===== src/hw/rtl/samfc_pkg.sv =====
// ----------------------------------------------------------------------------
// Servo mapper package
// Widths, codes and shared types of the servo angle mapper.
// ----------------------------------------------------------------------------
package samfc_pkg;

    // Field and datapath widths
    localparam int SAMPLE_BITS_DEF = 12;
    localparam int SAMPLE_MAX_W    = 16;
    localparam int CFG_W           = 17;
    localparam int CFG_IDX_W       = 3;
    localparam int ANGLE_W         = 17;
    localparam int PULSE_W         = 15;
    localparam int LINK_W          = 2;
    localparam int OP_W            = 18;
    localparam int ACC_W           = 2 * OP_W;
    localparam int DIV_NW          = 34;
    localparam int DIV_DW          = 17;
    localparam int ANG_W           = 37;

    // Link tolerance (5 degrees) and measured angle saturation
    localparam int ANGLE_TOL = 1280;
    localparam int MEAS_MAX  = 65535;
    localparam int MEAS_MIN  = -65536;

    typedef enum logic [1:0] {
        CMD_SET_ANGLE = 2'd0,
        CMD_SET_PULSE = 2'd1,
        CMD_CHECK     = 2'd2,
        CMD_RELEASE   = 2'd3
    } t_cmd;

    typedef enum logic [LINK_W-1:0] {
        LINK_UNCHECKED = 2'd0,
        LINK_OK        = 2'd1,
        LINK_LOST      = 2'd2
    } t_link;

    typedef enum logic [CFG_IDX_W-1:0] {
        REG_ANGLE_LOW  = 3'd0,
        REG_ANGLE_HIGH = 3'd1,
        REG_PULSE_LOW  = 3'd2,
        REG_PULSE_CTR  = 3'd3,
        REG_PULSE_HIGH = 3'd4,
        REG_FB_LOW     = 3'd5,
        REG_FB_HIGH    = 3'd6,
        REG_DIR_INV    = 3'd7
    } t_reg_idx;

    typedef enum logic [3:0] {
        ST_IDLE,
        ST_PREP,
        ST_MUL1,
        ST_MUL2,
        ST_DIV,
        ST_DIV_WAIT,
        ST_FB_SIGN,
        ST_FB_CHECK,
        ST_FINISH
    } t_state;

    // Calibration registers as seen by the datapath
    typedef struct packed {
        logic signed [ANGLE_W-1:0] angle_low;
        logic [15:0]               angle_high;
        logic [PULSE_W-1:0]        pulse_low;
        logic [PULSE_W-1:0]        pulse_center;
        logic [PULSE_W-1:0]        pulse_high;
        logic [SAMPLE_MAX_W-1:0]   fb_low;
        logic [SAMPLE_MAX_W-1:0]   fb_high;
        logic                      dir_inv;
    } t_cfg;

endpackage


===== src/hw/rtl/samfc_if.sv =====
// ----------------------------------------------------------------------------
// Servo mapper channels
// Valid/ready channels for command items and result items.
// ----------------------------------------------------------------------------
interface samfc_in_if
    import samfc_pkg::*;
#(
    parameter int SAMPLE_BITS = SAMPLE_BITS_DEF
) ();
    logic                      valid;
    logic                      ready;
    logic [1:0]                command;
    logic signed [ANGLE_W-1:0] target_angle;
    logic [PULSE_W-1:0]        target_pulse;
    logic [SAMPLE_BITS-1:0]    feedback_sample;

    modport source (
        output valid, command, target_angle, target_pulse, feedback_sample,
        input  ready
    );
    modport sink (
        input  valid, command, target_angle, target_pulse, feedback_sample,
        output ready
    );
endinterface

interface samfc_out_if
    import samfc_pkg::*;
();
    logic                      valid;
    logic                      ready;
    logic [PULSE_W-1:0]        compare_us;
    logic signed [ANGLE_W-1:0] measured_angle;
    logic [LINK_W-1:0]         link_status;

    modport source (
        output valid, compare_us, measured_angle, link_status,
        input  ready
    );
    modport sink (
        input  valid, compare_us, measured_angle, link_status,
        output ready
    );
endinterface


===== src/hw/rtl/samfc_cfg.sv =====
// ----------------------------------------------------------------------------
// Servo mapper register bank
// Calibration registers written through the plain write port.
// ----------------------------------------------------------------------------
module samfc_cfg
    import samfc_pkg::*;
#(
    parameter int SAMPLE_BITS = SAMPLE_BITS_DEF
) (
    input  logic                 i_clk,
    input  logic                 i_rst_n,
    input  logic                 i_we,
    input  logic [CFG_IDX_W-1:0] i_idx,
    input  logic [CFG_W-1:0]     i_data,
    output t_cfg                 o_cfg
);

    // Feedback registers keep 12 bits, further limited to the sample width
    localparam logic [SAMPLE_MAX_W-1:0] SMASK =
        SAMPLE_MAX_W'((32'd1 << SAMPLE_BITS) - 32'd1);

    t_cfg                    r_cfg;
    logic [SAMPLE_MAX_W-1:0] fb_val;

    assign fb_val = SAMPLE_MAX_W'(i_data[11:0]) & SMASK;

    always_ff @(posedge i_clk) begin
        if (!i_rst_n) begin
            r_cfg.angle_low    <= ANGLE_W'(-7680);
            r_cfg.angle_high   <= 16'd7680;
            r_cfg.pulse_low    <= PULSE_W'(1000);
            r_cfg.pulse_center <= PULSE_W'(1500);
            r_cfg.pulse_high   <= PULSE_W'(2000);
            r_cfg.fb_low       <= '0;
            r_cfg.fb_high      <= SAMPLE_MAX_W'(4095) & SMASK;
            r_cfg.dir_inv      <= 1'b0;
        end else if (i_we) begin
            unique case (t_reg_idx'(i_idx))
                REG_ANGLE_LOW:  r_cfg.angle_low    <= $signed(i_data);
                REG_ANGLE_HIGH: r_cfg.angle_high   <= i_data[15:0];
                REG_PULSE_LOW:  r_cfg.pulse_low    <= i_data[PULSE_W-1:0];
                REG_PULSE_CTR:  r_cfg.pulse_center <= i_data[PULSE_W-1:0];
                REG_PULSE_HIGH: r_cfg.pulse_high   <= i_data[PULSE_W-1:0];
                REG_FB_LOW:     r_cfg.fb_low       <= fb_val;
                REG_FB_HIGH:    r_cfg.fb_high      <= fb_val;
                REG_DIR_INV:    r_cfg.dir_inv      <= i_data[0];
                default: ;
            endcase
        end
    end

    assign o_cfg = r_cfg;

endmodule


===== src/hw/rtl/samfc_div.sv =====
// ----------------------------------------------------------------------------
// Servo mapper serial divider
// Unsigned restoring divider, one quotient bit per cycle.
// ----------------------------------------------------------------------------
module samfc_div
    import samfc_pkg::*;
(
    input  logic              i_clk,
    input  logic              i_rst_n,
    input  logic              i_start,
    input  logic [DIV_NW-1:0] i_num,
    input  logic [DIV_DW-1:0] i_den,
    output logic              o_done,
    output logic [DIV_NW-1:0] o_quot
);

    localparam int CNT_W = $clog2(DIV_NW + 1);

    logic              r_busy;
    logic              r_done;
    logic [CNT_W-1:0]  r_cnt;
    logic [DIV_NW-1:0] r_num;
    logic [DIV_DW-1:0] r_rem;
    logic [DIV_DW-1:0] r_den;
    logic [DIV_DW:0]   trial;
    logic [DIV_DW:0]   diff;
    logic              fits;

    // Shift in the next numerator bit and try a subtract
    assign trial = {r_rem, r_num[DIV_NW-1]};
    assign diff  = trial - {1'b0, r_den};
    assign fits  = (trial >= {1'b0, r_den});

    // Control
    always_ff @(posedge i_clk) begin
        if (!i_rst_n) begin
            r_busy <= 1'b0;
            r_done <= 1'b0;
            r_cnt  <= '0;
        end else begin
            r_done <= 1'b0;
            if (i_start) begin
                r_busy <= 1'b1;
                r_cnt  <= CNT_W'(DIV_NW);
            end else if (r_busy) begin
                r_cnt <= r_cnt - CNT_W'(1);
                if (r_cnt == CNT_W'(1)) begin
                    r_busy <= 1'b0;
                    r_done <= 1'b1;
                end
            end
        end
    end

    // Datapath: quotient bits replace numerator bits from the bottom
    always_ff @(posedge i_clk) begin
        if (i_start) begin
            r_num <= i_num;
            r_rem <= '0;
            r_den <= i_den;
        end else if (r_busy) begin
            r_num <= {r_num[DIV_NW-2:0], fits};
            r_rem <= fits ? diff[DIV_DW-1:0] : trial[DIV_DW-1:0];
        end
    end

    assign o_done = r_done;
    assign o_quot = r_num;

endmodule


===== src/hw/rtl/servo_angle_mapper_feedback_check_unit.sv =====
// ----------------------------------------------------------------------------
// Servo angle mapper with feedback check
// Maps commanded angles to pulse widths and checks position feedback.
// ----------------------------------------------------------------------------
//  Channel  Dir  Handshake         Payload
//  i_in     in   valid/ready       command, target_angle, target_pulse,
//                                  feedback_sample
//  o_out    out  valid/ready       compare_us, measured_angle, link_status
//  i_cfg_*  in   write enable      i_cfg_idx, i_cfg_data
//
//  Set angle: PREP, MUL1, MUL2, DIV, DIV_WAIT (DIV exits early when the
//  mapped numerator is not positive, MUL1 for a zero angle); check feedback:
//  PREP, MUL1, DIV, DIV_WAIT, FB_SIGN, FB_CHECK (MUL1 exits for a zero span);
//  set pulse, release: PREP. All end in FINISH. 34-step serial divider; one
//  item in flight; results wait in the output register while new items enter.
//  Reset is synchronous, active low, and restores the calibration defaults.
// ----------------------------------------------------------------------------
module servo_angle_mapper_feedback_check_unit
    import samfc_pkg::*;
#(
    parameter int SAMPLE_BITS = SAMPLE_BITS_DEF
) (
    input  logic                 i_clk,
    input  logic                 i_rst_n,
    samfc_in_if.sink             i_in,
    samfc_out_if.source          o_out,
    input  logic                 i_cfg_we,
    input  logic [CFG_IDX_W-1:0] i_cfg_idx,
    input  logic [CFG_W-1:0]     i_cfg_data
);

    t_cfg cfg;

    samfc_cfg #(
        .SAMPLE_BITS (SAMPLE_BITS)
    ) u_cfg (
        .i_clk   (i_clk),
        .i_rst_n (i_rst_n),
        .i_we    (i_cfg_we),
        .i_idx   (i_cfg_idx),
        .i_data  (i_cfg_data),
        .o_cfg   (cfg)
    );

    // Clamp a nonnegative value to the pulse limits, high limit last
    function automatic logic [PULSE_W-1:0] clamp_pulse(
        input logic [DIV_NW-1:0]  p,
        input logic [PULSE_W-1:0] lo,
        input logic [PULSE_W-1:0] hi
    );
        logic [DIV_NW-1:0] v;
        v = p;
        if (v < DIV_NW'(lo)) v = DIV_NW'(lo);
        if (v > DIV_NW'(hi)) v = DIV_NW'(hi);
        return v[PULSE_W-1:0];
    endfunction

    t_state                     r_state, n_state;
    t_cmd                       r_cmd;
    logic signed [ANGLE_W-1:0]  r_ta;
    logic [PULSE_W-1:0]         r_tp;
    logic [SAMPLE_MAX_W-1:0]    r_fs;
    logic signed [OP_W-1:0]     r_a;
    logic signed [OP_W-1:0]     r_sd;
    logic signed [OP_W-1:0]     r_span;
    logic                       r_win_bad;
    logic signed [ACC_W-1:0]    r_acc;
    logic                       r_neg;
    logic signed [ANG_W-1:0]    r_ang;
    logic [PULSE_W-1:0]         r_res_pulse;
    logic signed [ANGLE_W-1:0]  r_meas;
    t_link                      r_new_link;

    logic [PULSE_W-1:0]         r_held_pulse;
    logic signed [ANGLE_W-1:0]  r_held_angle;
    t_link                      r_link;

    logic                       r_o_valid;
    logic [PULSE_W-1:0]         r_o_pulse;
    logic signed [ANGLE_W-1:0]  r_o_meas;
    t_link                      r_o_link;

    logic                       in_acc;
    logic                       fin_go;
    logic signed [OP_W-1:0]     ta_ext, a_inv, a_lo, a_clamp;
    logic signed [OP_W-1:0]     lo_ext, hi_ext, d_neg, c_ext, pl_ext, ph_ext;
    logic signed [OP_W-1:0]     s_ext, fl_ext, fh_ext;
    logic [20:0]                win_s1, win_s0, win_fl, win_fh;
    logic                       win_bad;
    logic signed [OP_W-1:0]     mul_a, mul_b;
    logic signed [ACC_W-1:0]    mul_p;
    logic signed [ACC_W-1:0]    acc_abs;
    logic signed [OP_W-1:0]     span_abs;
    logic                       div_start, div_done;
    logic [DIV_NW-1:0]          div_num, div_quot;
    logic [DIV_DW-1:0]          div_den;
    logic signed [ANG_W-1:0]    q_signed;
    logic signed [ANG_W-1:0]    dev;
    logic                       dev_ok;
    logic signed [ANGLE_W-1:0]  meas_sat;
    logic                       is_angle;

    assign in_acc   = i_in.valid & i_in.ready;
    assign fin_go   = (r_state == ST_FINISH) && (!r_o_valid || o_out.ready);
    assign is_angle = (r_cmd == CMD_SET_ANGLE);

    // Angle negate and clamp, low limit first
    assign ta_ext  = OP_W'(r_ta);
    assign a_inv   = cfg.dir_inv ? -ta_ext : ta_ext;
    assign lo_ext  = OP_W'(cfg.angle_low);
    assign hi_ext  = $signed(OP_W'(cfg.angle_high));
    assign a_lo    = (a_inv < lo_ext) ? lo_ext : a_inv;
    assign a_clamp = (a_lo > hi_ext) ? hi_ext : a_lo;
    assign d_neg   = -lo_ext;
    assign c_ext   = $signed(OP_W'(cfg.pulse_center));
    assign pl_ext  = $signed(OP_W'(cfg.pulse_low));
    assign ph_ext  = $signed(OP_W'(cfg.pulse_high));

    // Feedback differences and the one-tenth window
    assign s_ext   = $signed(OP_W'(r_fs));
    assign fl_ext  = $signed(OP_W'(cfg.fb_low));
    assign fh_ext  = $signed(OP_W'(cfg.fb_high));
    assign win_s1  = 21'd10 * (21'(r_fs) + 21'd1);
    assign win_s0  = 21'd10 * 21'(r_fs);
    assign win_fl  = 21'd9 * 21'(cfg.fb_low);
    assign win_fh  = 21'd11 * 21'(cfg.fb_high);
    assign win_bad = (win_s1 <= win_fl) || (win_fh < win_s0);

    // Shared multiplier
    always_comb begin
        mul_a = c_ext;
        mul_b = hi_ext;
        if (r_state == ST_MUL2) begin
            mul_a = (r_a < 0) ? (c_ext - pl_ext) : (ph_ext - c_ext);
            mul_b = r_a;
        end else if (is_angle) begin
            mul_a = c_ext;
            mul_b = (r_a < 0) ? d_neg : hi_ext;
        end else begin
            mul_a = hi_ext - lo_ext;
            mul_b = r_sd;
        end
    end
    assign mul_p = mul_a * mul_b;

    // Divider operands: magnitudes, sign handled around the divider
    assign acc_abs   = r_acc[ACC_W-1] ? -r_acc : r_acc;
    assign span_abs  = r_span[OP_W-1] ? -r_span : r_span;
    assign div_num   = acc_abs[DIV_NW-1:0];
    assign div_den   = !is_angle ? span_abs[DIV_DW-1:0] :
                       (r_a < 0) ? d_neg[DIV_DW-1:0] : DIV_DW'(cfg.angle_high);
    assign div_start = (r_state == ST_DIV) && (!is_angle || (r_acc > 0));

    samfc_div u_div (
        .i_clk   (i_clk),
        .i_rst_n (i_rst_n),
        .i_start (div_start),
        .i_num   (div_num),
        .i_den   (div_den),
        .o_done  (div_done),
        .o_quot  (div_quot)
    );

    // Measured angle: signed quotient, tolerance test and saturation
    assign q_signed = r_neg ? -$signed(ANG_W'(div_quot)) : $signed(ANG_W'(div_quot));
    assign dev      = r_ang - ANG_W'(r_held_angle);
    assign dev_ok   = (dev <= ANG_W'(ANGLE_TOL)) && (dev >= -ANG_W'(ANGLE_TOL));
    assign meas_sat = (r_ang > ANG_W'(MEAS_MAX)) ? ANGLE_W'(MEAS_MAX) :
                      (r_ang < ANG_W'(MEAS_MIN)) ? ANGLE_W'(MEAS_MIN) :
                      r_ang[ANGLE_W-1:0];

    // State register
    always_ff @(posedge i_clk) begin
        if (!i_rst_n) begin
            r_state <= ST_IDLE;
        end else begin
            r_state <= n_state;
        end
    end

    // Sequencer
    always_comb begin
        n_state = r_state;
        unique case (r_state)
            ST_IDLE: begin
                if (in_acc) n_state = ST_PREP;
            end
            ST_PREP: begin
                if (r_cmd == CMD_SET_ANGLE || r_cmd == CMD_CHECK) begin
                    n_state = ST_MUL1;
                end else begin
                    n_state = ST_FINISH;
                end
            end
            ST_MUL1: begin
                if (is_angle) begin
                    n_state = (r_a == 0) ? ST_FINISH : ST_MUL2;
                end else begin
                    n_state = (r_span == 0) ? ST_FINISH : ST_DIV;
                end
            end
            ST_MUL2:     n_state = ST_DIV;
            ST_DIV:      n_state = div_start ? ST_DIV_WAIT : ST_FINISH;
            ST_DIV_WAIT: begin
                if (div_done) n_state = is_angle ? ST_FINISH : ST_FB_SIGN;
            end
            ST_FB_SIGN:  n_state = ST_FB_CHECK;
            ST_FB_CHECK: n_state = ST_FINISH;
            ST_FINISH: begin
                if (fin_go) n_state = ST_IDLE;
            end
            default:     n_state = ST_IDLE;
        endcase
    end

    // Working registers
    always_ff @(posedge i_clk) begin
        case (r_state)
            ST_IDLE: begin
                if (in_acc) begin
                    r_cmd <= t_cmd'(i_in.command);
                    r_ta  <= i_in.target_angle;
                    r_tp  <= i_in.target_pulse;
                    r_fs  <= SAMPLE_MAX_W'(i_in.feedback_sample);
                end
            end
            ST_PREP: begin
                r_meas      <= '0;
                r_a         <= a_clamp;
                r_sd        <= s_ext - fl_ext;
                r_span      <= fh_ext - fl_ext;
                r_win_bad   <= win_bad;
                r_new_link  <= LINK_LOST;
                r_res_pulse <= (r_cmd == CMD_SET_PULSE) ?
                               clamp_pulse(DIV_NW'(r_tp), cfg.pulse_low, cfg.pulse_high) :
                               '0;
            end
            ST_MUL1: begin
                r_acc       <= mul_p;
                r_neg       <= mul_p[ACC_W-1] ^ r_span[OP_W-1];
                r_res_pulse <= clamp_pulse(DIV_NW'(cfg.pulse_center),
                                           cfg.pulse_low, cfg.pulse_high);
            end
            ST_MUL2: begin
                r_acc <= r_acc + mul_p;
            end
            ST_DIV: begin
                r_res_pulse <= clamp_pulse('0, cfg.pulse_low, cfg.pulse_high);
            end
            ST_DIV_WAIT: begin
                if (div_done) begin
                    r_res_pulse <= clamp_pulse(div_quot, cfg.pulse_low, cfg.pulse_high);
                    r_ang       <= ANG_W'(lo_ext) + q_signed;
                end
            end
            ST_FB_SIGN: begin
                r_ang <= cfg.dir_inv ? -r_ang : r_ang;
            end
            ST_FB_CHECK: begin
                r_meas     <= meas_sat;
                r_new_link <= (dev_ok && !r_win_bad) ? LINK_OK : LINK_LOST;
            end
            default: ;
        endcase
    end

    // Held state, updated when the result is handed over
    always_ff @(posedge i_clk) begin
        if (!i_rst_n) begin
            r_held_pulse <= '0;
            r_held_angle <= '0;
            r_link       <= LINK_UNCHECKED;
        end else if (fin_go) begin
            if (r_cmd != CMD_CHECK) r_held_pulse <= r_res_pulse;
            if (r_cmd == CMD_SET_ANGLE) r_held_angle <= r_ta;
            if (r_cmd == CMD_CHECK) r_link <= r_new_link;
        end
    end

    // Output register
    always_ff @(posedge i_clk) begin
        if (!i_rst_n) begin
            r_o_valid <= 1'b0;
        end else if (fin_go) begin
            r_o_valid <= 1'b1;
        end else if (o_out.ready) begin
            r_o_valid <= 1'b0;
        end
    end

    always_ff @(posedge i_clk) begin
        if (fin_go) begin
            r_o_pulse <= (r_cmd == CMD_CHECK) ? r_held_pulse : r_res_pulse;
            r_o_meas  <= r_meas;
            r_o_link  <= (r_cmd == CMD_CHECK) ? r_new_link : r_link;
        end
    end

    assign i_in.ready           = (r_state == ST_IDLE);
    assign o_out.valid          = r_o_valid;
    assign o_out.compare_us     = r_o_pulse;
    assign o_out.measured_angle = r_o_meas;
    assign o_out.link_status    = r_o_link;

endmodule


===== src/flat_wrapper.sv =====
// flat-port wrapper written by rule: the top's interface ports become plain ports
module servo_angle_mapper_feedback_check_unit_flat import samfc_pkg::*;
#(
    parameter int SAMPLE_BITS = SAMPLE_BITS_DEF
)
  (i_clk, i_rst_n, i_cfg_we, i_cfg_idx, i_cfg_data, i_in_valid, i_in_command, i_in_target_angle, i_in_target_pulse, i_in_feedback_sample, i_in_ready, o_out_valid, o_out_compare_us, o_out_measured_angle, o_out_link_status, o_out_ready);
  samfc_in_if #(.SAMPLE_BITS(SAMPLE_BITS)) i_in_i ();
  samfc_out_if o_out_i ();
  input  logic i_clk;
  input  logic i_rst_n;
  input  logic i_cfg_we;
  input  logic [CFG_IDX_W-1:0] i_cfg_idx;
  input  logic [CFG_W-1:0] i_cfg_data;
  input wire logic [$bits(i_in_i.valid)-1:0] i_in_valid;
  input wire logic [$bits(i_in_i.command)-1:0] i_in_command;
  input wire logic [$bits(i_in_i.target_angle)-1:0] i_in_target_angle;
  input wire logic [$bits(i_in_i.target_pulse)-1:0] i_in_target_pulse;
  input wire logic [$bits(i_in_i.feedback_sample)-1:0] i_in_feedback_sample;
  output wire logic [$bits(i_in_i.ready)-1:0] i_in_ready;
  output wire logic [$bits(o_out_i.valid)-1:0] o_out_valid;
  output wire logic [$bits(o_out_i.compare_us)-1:0] o_out_compare_us;
  output wire logic [$bits(o_out_i.measured_angle)-1:0] o_out_measured_angle;
  output wire logic [$bits(o_out_i.link_status)-1:0] o_out_link_status;
  input wire logic [$bits(o_out_i.ready)-1:0] o_out_ready;
  assign i_in_i.valid = i_in_valid;
  assign i_in_i.command = i_in_command;
  assign i_in_i.target_angle = i_in_target_angle;
  assign i_in_i.target_pulse = i_in_target_pulse;
  assign i_in_i.feedback_sample = i_in_feedback_sample;
  assign i_in_ready = i_in_i.ready;
  assign o_out_valid = o_out_i.valid;
  assign o_out_compare_us = o_out_i.compare_us;
  assign o_out_measured_angle = o_out_i.measured_angle;
  assign o_out_link_status = o_out_i.link_status;
  assign o_out_i.ready = o_out_ready;
  servo_angle_mapper_feedback_check_unit #(.SAMPLE_BITS(SAMPLE_BITS)) u_core (.i_clk(i_clk), .i_rst_n(i_rst_n), .i_in(i_in_i), .o_out(o_out_i), .i_cfg_we(i_cfg_we), .i_cfg_idx(i_cfg_idx), .i_cfg_data(i_cfg_data));
endmodule

===== config.mk =====
export PLATFORM = sky130hd
export DESIGN_NAME = servo_angle_mapper_feedback_check_unit_flat
export DESIGN_NICKNAME = d
export VERILOG_FILES = /design/src/hw/rtl/samfc_pkg.sv /design/src/hw/rtl/samfc_if.sv /design/src/hw/rtl/samfc_cfg.sv /design/src/hw/rtl/samfc_div.sv /design/src/hw/rtl/servo_angle_mapper_feedback_check_unit.sv /design/src/flat_wrapper.sv
export SDC_FILE = /design/constraint.sdc
export NUM_CORES = 2
export LEC_CHECK = 0
export ABC_AREA = 0
export BUFFER_PORTS_ARGS = -buffer_cell sky130_fd_sc_hd__buf_4
export CAP_MARGIN = 15
export CORE_MARGIN = 1
export CORE_UTILIZATION = 30
export DETAILED_ROUTE_END_ITERATION = 16
export SYNTH_ARGS = -nofsm -noshare
export SYNTH_HDL_FRONTEND = slang
export SYNTH_HIERARCHICAL = 1
export SYNTH_SLANG_ARGS = --single-unit

===== constraint.sdc =====
create_clock -name i_clk -period 29.1 [get_ports i_clk]
set_clock_uncertainty 0.15 [all_clocks]
set_input_delay 7.275 -clock i_clk [delete_from_list [all_inputs] [get_ports i_clk]]
set_output_delay 7.275 -clock i_clk [all_outputs]
set_load 0.01 [all_outputs]

Word level (Yosys, flattened, before mapping)
Cells that the tools add are included.
{"block": "word_totals", "regBits": 456, "in_bits": 71, "out_inout_bits": 36, "elab_cells": 206}
{"block": "op_classes", "addsub": 17, "n_mul": 5, "magnitude_cmp": 19, "eq_ne": 23, "muxes": 62, "n_bitwise": 4, "reduce_logical": 38}
{"operator": "34-bit two-way mux", "n": 9}
{"operator": "15-bit two-way mux", "n": 10}
{"operator": "18-bit two-way mux", "n": 8}
{"operator": "34-bit by 15-bit greater-than comparator with 1-bit output", "n": 4}
{"operator": "37-bit two-way mux", "n": 3}
{"operator": "17-bit two-way mux", "n": 6}
{"operator": "37-bit one-hot mux with 2 select lines", "n": 1}
{"operator": "36-bit one-hot mux with 2 select lines", "n": 1}
{"operator": "32-bit zero test", "n": 2}
{"operator": "15-bit one-hot mux with 4 select lines", "n": 1}
{"operator": "17-bit by 37-bit adder with 37-bit output", "n": 1}
{"operator": "37-bit by 12-bit greater-or-equal comparator with 1-bit output, second input constant", "n": 1}
{"operator": "37-bit by 17-bit greater-than comparator with 1-bit output, second input constant", "n": 1}
{"operator": "37-bit by 12-bit less-or-equal comparator with 1-bit output, second input constant", "n": 1}
{"operator": "37-bit by 17-bit < comparator with 1-bit output, second input constant", "n": 1}
{"operator": "34-bit negation with 37-bit output", "n": 1}
{"operator": "37-bit negation", "n": 1}
{"operator": "37-bit by 17-bit subtractor with 37-bit output", "n": 1}
{"operator": "36-bit adder", "n": 1}
{"operator": "36-bit by 1-bit greater-than comparator with 1-bit output, second input constant", "n": 1}
{"operator": "18-bit by 18-bit multiplier with 36-bit output", "n": 1}
{"operator": "4-bit two-way mux", "n": 9}
{"operator": "17-bit negation with 18-bit output", "n": 2}
{"operator": "4-bit one-hot mux with 9 select lines", "n": 1}
{"operator": "other kinds (53)", "n": 100}

Logic depth before layout (Yosys ltp)
{"block": "logic_depth", "ltp_word": 8, "depth_mapped": 48, "depth_no_buf": 47}

Hierarchy
The synthesis kept the hierarchy.
{"module": "servo_angle_mapper_feedback_check_unit", "n_inst": 1, "cells_per_inst": 5082, "area_each_um2": 43643.1, "seq_area_each_um2": 8017.7}
{"module": "samfc_cfg", "n_inst": 1, "cells_per_inst": 393, "area_each_um2": 4092.7, "seq_area_each_um2": 2062.0}
{"module": "samfc_div", "n_inst": 1, "cells_per_inst": 364, "area_each_um2": 4040.1, "seq_area_each_um2": 2031.9}

Least setup slack after synthesis
No wires, ideal clock.
{"block": "synth_timing", "kind": "register -> register", "from": "register u_core.u_cfg.r_cfg (netlist bit u_core/u_cfg/o_cfg[49])", "to": "register u_core.r_acc[35], data pin", "setup_time_ns": 0.268, "t_arrival_ns": 9.894, "t_required_ns": 28.682, "path_slack_ns": 18.788, "stages_incl_launch_ff": 44, "path_buffers": 1, "synth_period_minus_slack_ns": 10.312, "path_cell_list": "dfxtp_1 -> inv_1 -> ha_1 -> nor2b_1 -> o21a_1 -> o21ai_0 -> a21oi_1 -> a41o_1 -> o41ai_1 -> o21ai_0 -> a31o_2 -> a21oi_2 -> and2_1 -> clkbuf_1 -> nand2_1 -> fa_1 -> inv_1 -> fa_1 -> [... 8 more ...] -> ha_1 -> a21oi_1 -> o21ai_0 -> o21bai_1 -> nand2_1 -> nand2b_1 -> a21oi_1 -> xnor2_1 -> ha_1 -> nand4_1 -> a2111oi_0 -> o2111a_1 -> o21ai_1 -> o21ai_0 -> a21oi_1 -> o21ai_0 -> mux2i_1 -> xnor3_1"}
{"block": "synth_between", "elab_chain_len": 6, "word_cells_on_any_way": 8, "cone_classes": "add/sub: 3; mul: 1; mux: 4"}
{"element": "start, declared", "line_no": "samfc_cfg.sv:22", "text": "t_cfg r_cfg;"}
{"element": "15-bit by 15-bit subtractor with 16-bit output", "line_no": "servo_angle_mapper_feedback_check_unit.sv:134", "text": "mul_a = (r_a < 0) ? (c_ext - pl_ext) : (ph_ext - c_ext);"}
{"element": "18-bit two-way mux", "line_no": "servo_angle_mapper_feedback_check_unit.sv:134"}
{"element": "18-bit two-way mux *", "line_no": "servo_angle_mapper_feedback_check_unit.sv:133", "text": "if (r_state == ST_MUL2) begin"}
{"element": "18-bit by 18-bit multiplier with 36-bit output *", "line_no": "servo_angle_mapper_feedback_check_unit.sv:144", "text": "assign mul_p = mul_a * mul_b;"}
{"element": "36-bit adder", "line_no": "servo_angle_mapper_feedback_check_unit.sv:245", "text": "r_acc <= r_acc + mul_p;"}
{"element": "36-bit one-hot mux with 2 select lines *", "line_no": "servo_angle_mapper_feedback_check_unit.sv:218", "text": "case (r_state)"}
{"element": "end signal, assigned", "line_no": "servo_angle_mapper_feedback_check_unit.sv:239", "text": "r_acc <= mul_p;"}
{"element": "end signal, assigned", "line_no": "servo_angle_mapper_feedback_check_unit.sv:245"}
{"element": "end, declared", "line_no": "servo_angle_mapper_feedback_check_unit.sv:67", "text": "logic signed [ACC_W-1:0] r_acc;"}
Mark *: on every way between the ends. The rest lies on a longest branch, timed or not.
A chain may end at the register's enable or synchronous reset.

Worst setup path in the final report
{"block": "layout_timing", "from": "register u_core.u_cfg.r_cfg (netlist bit u_core/u_cfg/o_cfg[95])", "to": "register u_core.r_acc[35], data pin"}
{"block": "layout_between", "elab_chain_len": 7, "word_cells_on_any_way": 10, "cone_classes": "add/sub: 3; mul: 1; mux: 6"}
{"element": "17-bit negation with 18-bit output", "line_no": "servo_angle_mapper_feedback_check_unit.sv:114", "text": "assign d_neg = -lo_ext;"}
{"element": "18-bit two-way mux", "line_no": "servo_angle_mapper_feedback_check_unit.sv:138", "text": "mul_b = (r_a < 0) ? d_neg : hi_ext;"}
{"element": "18-bit two-way mux", "line_no": "servo_angle_mapper_feedback_check_unit.sv:136", "text": "end else if (is_angle) begin"}
{"element": "18-bit two-way mux", "line_no": "servo_angle_mapper_feedback_check_unit.sv:133"}
{"element": "18-bit by 18-bit multiplier with 36-bit output *", "line_no": "servo_angle_mapper_feedback_check_unit.sv:144"}
{"element": "36-bit adder", "line_no": "servo_angle_mapper_feedback_check_unit.sv:245"}
{"element": "36-bit one-hot mux with 2 select lines *", "line_no": "servo_angle_mapper_feedback_check_unit.sv:218"}
Marks and branches as above.

==> flow_summary.yaml <==
run_status:
  status: "complete, no violations"
route:
  viasPerCell: 5.13
  drtIter0Drc: 3346
  wirelength_um: 160000
  routedWlPerCell_um: 19.5
  vias: 42200
  drc: 0
  ant_nets: 0
  drt-pass1-iter-count: 6
yosys:
  ys_warn_count: 6
  synth_xor_area_frac: 0.0659
  synthAdderAreaFrac: 0.271
  synthFlopType: "edfxtp_1"
  synth_top_family_by_area: "adder cells"
  muxShareOfSynthArea: 0.0569
  synth_simple_gate_area_share: 0.161
  syn-instance-count: 5839
  syn_avg_cell_area_um2: 8.87
  synth_async_sr_flop_share: 0
  yosysUniqueCellTypes: 98
  synth.ff_latch_count: 459
  synthesis.area_um2: 51800
  synth_edf_count: 292
  synth-compound-area-share: 0.141
  synth-seq-area-share: 0.234
worst_setup_path:
  arrival_ns: 12.54
  cp_slowest_cell: "a2111oi_0"
  start_kind: "flop"
  timing.rr.start: "u_core/u_cfg/o_cfg[95]"
  crit_path_end_kind: "flop"
  crit_fanout: 21
  rr_worst_depth: 41
  crit_required_ns: 29.36
  cp_slowest_stage_delay_ns: 0.90
  r2r_end: "u_core/r_acc[35]"
  path_class: "reg -> reg"
  regToRegSetupSlack_ns: 16.83
sta:
  max_slew.worst_pin.slew_ns: 1.21
  hold_violations: 0
  final.setup.tns_ns: 0
  fmax_mhz: 81.5
  post-route-period-util: 0.422
  grt_setup_unrepaired: "no"
  slew_headroom: 0.196
  fin_crit_ns: 12.27
  setup_viol: 0
  final_max_slew_viol_count: 0
clock_tree:
  htree_num_levels: 2
  clk_latency_ns: 0.68
  ctsHoldBuffers: 0
  cts_setup_buffers: 0
  clock-sinks: 459
  cts_tree: "built"
  cts_resized: 0
  numCtsBuffers: 53
  root_buffer: "clkbuf_16"
  clkSlewWorstSetupHoldPaths_ns: 0.06
  clk_path_buf_depth: 3
run:
  max_cap_viol_count: 0
place:
  dp_hpwl_um: 128000
  place_congestion: 0.964
  io_buffers: 106
  dp.cells: 8118
grt:
  antenna_found_initial: 8
  grt_overflow: 0
  grt_start_max_net_pins: 74
  first_global_vias: 41800
  grt_use_total: 0.182
  grt_pass1_wl_um: 246000
floorplanning:
  die_h_um: 417
  start_util: 0.302
  dieArea_um2: 174000
  die_w_um: 417
  pin_count: 107
  num_rows: 152
  coreArea_um2: 172000
cells_and_area:
  seqCellArea_um2: 12100
  fillers: 17800
  final_cells: 8219
  drive_gt1_frac: 0.0792
  multi_input_area_um2: 36200
  nNetsFinal: 6850
  synthToLayoutAreaGrowth_pct: 10.2
hold_path:
  holdCritStartpoint: "u_core/r_meas[9]"
  hold_class: "reg -> reg"
  hold_depth: 0
  holdPathEnd: "u_core/o_out.measured_angle[9]"
-- per-layer routing --
layer  vias up  track usage  routed length, um
li1      20100            -                  -
met1     20600        0.249              72700
met2      1224        0.297              73000
met3       211       0.0267              10400
met4         2       0.0487               4360
met5         -            0                 13
-- synthesized netlist by cell type, drive strengths merged (10+ instances only) --
master  count  area [um2]
and3       33         206
nor2      389        1460
clkbuf    160         602
o41ai      15         131
edfxtp    292        8770
xor2      115        1010
a21boi     66         495
or3        48         323
buf        51         347
mux2i     147        1470
and2       48         300
o211ai     35         263
nor4       43         290
fa        343        6870
mux2      131        1480
a31oi      23         144
or2        19         121
a221oi     21         190
xnor2     272        2380
o31ai      66         495
nand2b     88         551
a211o      15         131
nor2b     161        1010
or4        15         113
o21bai     40         300
nand2     607        2290
a21o      107         803
nand3      98         495
ha        572        7160
a21oi     313        1570
dfxtp     167        3340
a211oi     33         258
inv       710        2670
o21ai     272        1360
nor3       84         430
a31o       10        87.6
nand4      54         338
o21a       48         360
-- cell families after synthesis --
logic type      after synthesis
compound gates             1144
xor+xnor                    388
fa+ha+maj                   915
buf+inv                     922
flops                       459
mux                         278
other cells                   1
simple gates               1732
-- placed cells by master (no fill, tap or decap), types with 35 or more instances in the layout --
cell type	count
inv_1	708
nand2_1	604
ha_1	572
nor2_1	387
fa_1	343
a21oi_1	311
edfxtp_1	292
xnor2_1	272
o21ai_0	259
buf_4	173
dfxtp_1	167
nor2b_1	160
mux2i_1	147
mux2_2	130
xor2_1	115
a21o_1	107
nand3_1	97
nand2b_1	88
nor3_1	81
a21boi_0	65
o31ai_1	61
clkbuf_16	55
nand4_1	54
o21a_1	48
and2_1	45
or3_1	42
nor4_1	41
o21bai_1	39
o211ai_1	35
-- worst max-delay path by stage --
stage	startpoint	endpoint	slack, ns	cells after the start
2_1_floorplan	u_core/u_cfg/o_cfg[49]	u_core/r_acc[35]	18.79	43
3_3_place_gp	u_core/u_cfg/o_cfg[49]	u_core/r_acc[35]	17.11	42
3_5_place_dp	u_core/u_cfg/o_cfg[49]	u_core/r_acc[35]	17.07	42
4_1_cts	u_core/u_cfg/o_cfg[49]	u_core/r_acc[35]	16.94	42
5_1_grt	u_core/u_cfg/o_cfg[95]	u_core/r_acc[35]	15.92	41
6_report	u_core/u_cfg/o_cfg[95]	u_core/r_acc[35]	16.83	41
-- metrics by stage --
| step | util | worst slack (ns) | cell area, um2 | hold WS, ns |
|---|---|---|---|---|
| floorplan | - | 18.79 | 51800 | 0.250 |
| CTS | 0.332 | 16.94 | 57000 | 0.270 |
| global placement | 0.322 | 17.11 | 55200 | 0.252 |
| finish | 0.333 | 16.83 | 57100 | 0.268 |
| global route | 0.333 | 15.92 | 57000 | 0.274 |
| detailed placement | 0.322 | 17.07 | 55200 | 0.255 |
-- final cells by class --
class | instances | share of cell area
Clock inverter | 30 | 0.00675
Antenna cell | 1 | 0.0000439
Multi-Input combinational cell | 4465 | 0.635
Clock buffer | 69 | 0.0259
Tap cell | 2310 | 0.0507
Inverter | 711 | 0.0468
Timing Repair Buffer | 174 | 0.0230
Sequential cell | 459 | 0.212
-- critical path: cells and delay by family (launching register included) --
kind	cells	cell delay, ns
AOI/OAI and AO/OA	18	5.49
adders and majority gates	9	4.14
muxes	1	0.23
xor gates and xnor gates	2	0.33
buffers and inverters	6	0.43
DFF	1	0.50
and+or+nand+nor	5	0.73
-- state kept, by name, indices dropped and copies added, names as in the netlist, 17 cells and up --
signal,cells
u_core/r_acc,36
u_core/u_div/o_quot,34
u_core/u_div/r_den,17
u_core/r_meas,17
u_core/r_a,18
u_core/r_held_angle,17
u_core/r_span,17
u_core/o_out.measured_angle,17
u_core/r_ta,17
u_core/r_sd,17
u_core/u_cfg/o_cfg,103
u_core/u_div/r_rem,17
u_core/r_ang,37
Power is not shown: default switching activity piles up to over one toggle a cycle in this logic, so the estimate is an artifact.
